--- src/sv/eqt_pkg.sv ---
// Package of the echo request tracker: table size, status codes, token type.
// Depends on nothing; used by eqt_cell, echo_request_tracker and eqt_checker.
package eqt_pkg;

  localparam int unsigned SLOTS = 128;

  // Result status codes
  localparam logic [2:0] ST_SENT    = 3'd0;
  localparam logic [2:0] ST_FULL    = 3'd1;
  localparam logic [2:0] ST_MATCHED = 3'd2;
  localparam logic [2:0] ST_SHORT   = 3'd3;
  localparam logic [2:0] ST_FOREIGN = 3'd4;
  localparam logic [2:0] ST_UNKNOWN = 3'd5;

  localparam logic [11:0] MIN_ICMP_BYTES = 12'd8;

  // Token that walks the slot chain, one cell per cycle
  typedef struct packed {
    logic        vld;   // token present in this stage
    logic        send;  // 1: request sent, 0: reply lookup
    logic        hit;   // a slot was claimed or matched upstream
    logic [15:0] seq;   // sequence to store or to look up
    logic [31:0] now;   // time stamp of the item
    logic [31:0] rtt;   // round-trip time once matched
  } tok_t;

endpackage

--- src/sv/eqt_cell.sv ---
// One slot of the tracking table: holds valid, sequence and send time,
// and passes the lookup token on to the next slot. Depends on eqt_pkg.
module eqt_cell
  import eqt_pkg::*;
(
  input  logic clk,
  input  logic rst_n,
  input  tok_t tok_in,
  output tok_t tok_out
);

  logic        valid_r, valid_nxt;
  logic [15:0] seq_r, seq_nxt;
  logic [31:0] time_r, time_nxt;
  tok_t        tok_r, tok_nxt;
  logic        claim, match;

  // Claim a free slot for a send, or free a matching slot for a reply
  always_comb begin
    claim     = tok_in.vld && tok_in.send && !tok_in.hit && !valid_r;
    match     = tok_in.vld && !tok_in.send && !tok_in.hit && valid_r && (seq_r == tok_in.seq);
    valid_nxt = (valid_r && !match) || claim;
    seq_nxt   = claim ? tok_in.seq : seq_r;
    time_nxt  = claim ? tok_in.now : time_r;
    tok_nxt     = tok_in;
    tok_nxt.hit = tok_in.hit || claim || match;
    if (match) begin
      tok_nxt.rtt = tok_in.now - time_r;
    end
  end

  // Control state and token
  always_ff @(posedge clk) begin
    if (!rst_n) begin
      valid_r <= 1'b0;
      tok_r   <= '0;
    end else begin
      valid_r <= valid_nxt;
      tok_r   <= tok_nxt;
    end
  end

  // Slot contents
  always_ff @(posedge clk) begin
    seq_r  <= seq_nxt;
    time_r <= time_nxt;
  end

  assign tok_out = tok_r;

endmodule

--- config.mk ---
export PLATFORM = sky130hd
export DESIGN_NAME = eqt_cell
export DESIGN_NICKNAME = d
export VERILOG_FILES = /design/src/sv/eqt_pkg.sv /design/src/sv/eqt_cell.sv
export SDC_FILE = /design/constraint.sdc
export NUM_CORES = 1
export LEC_CHECK = 0
export ABC_CLOCK_PERIOD_IN_PS = 10250
export BUFFER_PORTS_ARGS = -buffer_cell sky130_fd_sc_hd__buf_2
export CAP_MARGIN = 30
export CORE_ASPECT_RATIO = 1.75
export CORE_MARGIN = 2
export CORE_UTILIZATION = 47
export CTS_CLUSTER_SIZE = 10
export DETAILED_ROUTE_END_ITERATION = 8
export GPL_TIMING_DRIVEN = 1
export MAX_ROUTING_LAYER = met4
export PLACE_DENSITY = 0.72
export SLEW_MARGIN = 20
export SYNTH_ARGS = -nofsm -noshare
export SYNTH_HDL_FRONTEND = slang
export SYNTH_SLANG_ARGS = --single-unit
export TNS_END_PERCENT = 20
--- constraint.sdc ---
create_clock -name clk -period 10.25 [get_ports clk]
set_input_delay 1.5375 -clock clk [delete_from_list [all_inputs] [get_ports clk]]
set_output_delay 1.5375 -clock clk [all_outputs]
set_load 0.005 [all_outputs]
==> flow_summary.json <==
{
  "outcome": "finished, final reports clean",
  "via_count": 4901,
  "cp.arrival_ns": 4.05,
  "max_slew.worst_pin.slew_ns": 0.856,
  "synth_top_cell_by_area": "dfxtp_1",
  "fin_crit_sh": 0.362,
  "cts_repair_resize_count": 0,
  "io_buffer_count": 167,
  "area_growth_pct": 26.0,
  "cp_max_fo": 6,
  "path_clk_slew_ns": 0.06,
  "core_mm2": 0.0128,
  "post-route-min-period_ns": 3.72,
  "finClkSkew_ns": 0.0117,
  "yosysTopAreaCellShare": 0.274,
  "wire_per_inst_um": 16.0,
  "ys_ff_latch": 132,
  "diodes": 0,
  "power.density_mw_per_mm2": 176,
  "htree_levels": 4,
  "synth_ff_type": "dfxtp_1",
  "slew_headroom": 0.430,
  "cts_sinks": 132,
  "worstPathRequired_ns": 10.59,
  "grt_overflow": 0,
  "clock-root-buffer": "clkbuf_16",
  "drc": 0,
  "cts_tree": "built",
  "hold_path.class": "reg -> reg",
  "grt_pass1_vias": 5102,
  "io_pins": 168,
  "drive_gt1_frac": 0.292,
  "vias_per_cell": 5.17,
  "dr.pass1.iters": 4,
  "clockBufferDepth": 2,
  "synth_edf_count": 48,
  "synth_area_leaders": "dfxtp_1 27%, edfxtp_1 24%, ha_1 6.3%",
  "rows": 55,
  "nFillCells": 1135,
  "synth_cell_types": 68,
  "holdBufCountCts": 0,
  "leakagePower_nw": 3.51,
  "synth_warnings": 0,
  "drv_slew": 0,
  "nets": 881,
  "seq_area_frac_synth": 0.510,
  "crit_path_start_kind": "input port",
  "setup_viol_count_final": 0,
  "routed_wl_mm": 15.2,
  "drtIter0Drc": 213,
  "syn_area_mm2": 0.00613,
  "dp_hpwl_mm": 11.2,
  "post_cts_buffers": 0,
  "antenna_found_initial": 0,
  "numCtsBuffers": 17,
  "dpl_worst_slack_ns": 6.07,
  "clkLatencyLatePin_ns": 0.42,
  "ant_nets": 0,
  "fin_ws_ns": 6.53,
  "dieArea_mm2": 0.0140,
  "start_util": 0.479,
  "setup_tns_ns": 0,
  "rsz0062_at_grt": "no",
  "fp.dieH_um": 155,
  "worst_setup_path_end_kind": "register",
  "grt_pass1_wl_mm": 24.7,
  "grt_max_degree": 71,
  "worst-setup-path-type": "in -> reg",
  "vdd_ir_drop_max_uv": 153,
  "place.gp.congestion": 0.941,
  "hold_viol": 0,
  "syn_nets": 714,
  "syn_avg_cell_area_um2": 10.3,
  "die_w_um": 90.3,
  "async_flop_share": 0,
  "grt_usage": 0.229,
  "maxCapViolations": 0,
  "synth_cells": 597,
  "fmax_mhz": 269
}
==> critical path, stage by stage <==
cell      delay (ns)
buf_2           0.09
inv_1           0.06
ha_1            0.24
fa_1            0.45
nor2b_4         0.15
o31ai_2         0.08
a31oi_2         0.22
a41oi_2         0.28
o31a_1          0.40
a221oi_2        0.30
nand4b_1        0.13
o211ai_1        0.12
==> cell usage after synthesis, types with 5 or more instances <==
cell       n
ha_1      31
buf_2      7
nor4_1     5
nand3_1   18
nor3_1    12
a31oi_1    8
and2_1    49
nand2_1   49
edfxtp_1  48
xor2_1    24
a21o_1    17
o21ai_0   10
nor2_1    28
xnor2_1   15
o21ai_1   10
inv_1     38
nand4_1   14
clkbuf_1  13
a21oi_1   40
dfxtp_1   84
==> placed cells by master, fill, tap and decap left out, types with 3 or more instances in the layout <==
cell type | netlist | routed
or2_2 | 3 | 3
o211ai_1 | 3 | 3
edfxtp_1 | 48 | 48
o21ai_0 | 10 | 10
nand2b_1 | 3 | 3
inv_6 | 0 | 5
nand4_1 | 14 | 14
ha_1 | 31 | 31
nor3_1 | 12 | 12
a21oi_1 | 40 | 40
a211oi_1 | 3 | 3
and2_1 | 49 | 49
or3_1 | 4 | 4
a21o_1 | 17 | 17
buf_4 | 2 | 3
nor4_1 | 5 | 5
o21ai_1 | 10 | 10
mux2i_1 | 3 | 3
xnor2_1 | 15 | 15
nand2_1 | 49 | 49
a31oi_1 | 8 | 8
inv_1 | 38 | 38
o21a_1 | 4 | 4
nor2_1 | 28 | 28
nand3_1 | 18 | 18
dfxtp_1 | 84 | 84
xor2_1 | 24 | 24
clkbuf_16 | 0 | 17
nor2b_1 | 4 | 4
buf_2 | 7 | 167
==> stage by stage <==
step / area [um^2] / utilization / hold slack (ns) / power [mW] / cells
floorplan: 6130 / - / 0.473 / 0.688 / 597
global placement: 7090 / 0.554 / 0.566 / 0.747 / 914
detailed placement: 7090 / 0.554 / 0.589 / 0.751 / 914
CTS: 7700 / 0.601 / 0.587 / 1.37 / 946
global route: 7720 / 0.603 / 0.661 / 1.41 / 948
finish: 7720 / 0.603 / 0.584 / 1.36 / 948
==> layout make-up <==
type                    instances  area [um^2]  share of cell area
inverters                      39          146              0.0190
clock buffers                  18          439              0.0569
repair buffers                172          885               0.115
clock inverters                14          164              0.0212
flip-flops and latches        132         3120               0.404
multi-input cells             402         2750               0.356
well taps                     171          214              0.0277
==> where the power goes <==
group / leakage (nW) / switching [mW] / internal (mW)
registers: 1.14 / 0.00645 / 0.567
logic: 2.08 / 0.0940 / 0.0733
clock network: 0.292 / 0.245 / 0.372
==> layer usage <==
metal / vias to the layer above / share of wire / track usage
met5: - / 0 / -
met4: 0 / 0.028 / 0.109
li1: 2445 / - / -
met1: 2290 / 0.39 / 0.239
met2: 134 / 0.54 / 0.412
met3: 32 / 0.041 / 0.0446
==> registers in the layout, indices dropped and copies added (netlist names) <==
name and count:
valid_r 1, time_r 32, seq_r 16, tok_out 83
==> final timing paths <==
path,slack [ns],to,from,depth (start not counted)
worst max-delay path,6.53,tok_out[28],tok_in[32],12
worst min-delay path,0.58,valid_r,valid_r,2
worst max register to register,7.42,tok_out[29],valid_r,6
worst min register to register,0.58,valid_r,valid_r,2
==> cells by family (layout without fill, tap and decap cells) <==
group | after synthesis | count (layout) | synth area share
and+or+nand+nor | 202 | 202 | 0.175
DFF | 132 | 132 | 0.510
AOI/OAI and AO/OA | 126 | 126 | 0.145
buffers and inverters | 63 | 243 | 0.0437
xor gates and xnor gates | 39 | 39 | 0.0557
adders and majority gates | 32 | 32 | 0.0666
muxes | 3 | 3 | 0.00490
Note: power is estimated with default switching activity, not from simulation.
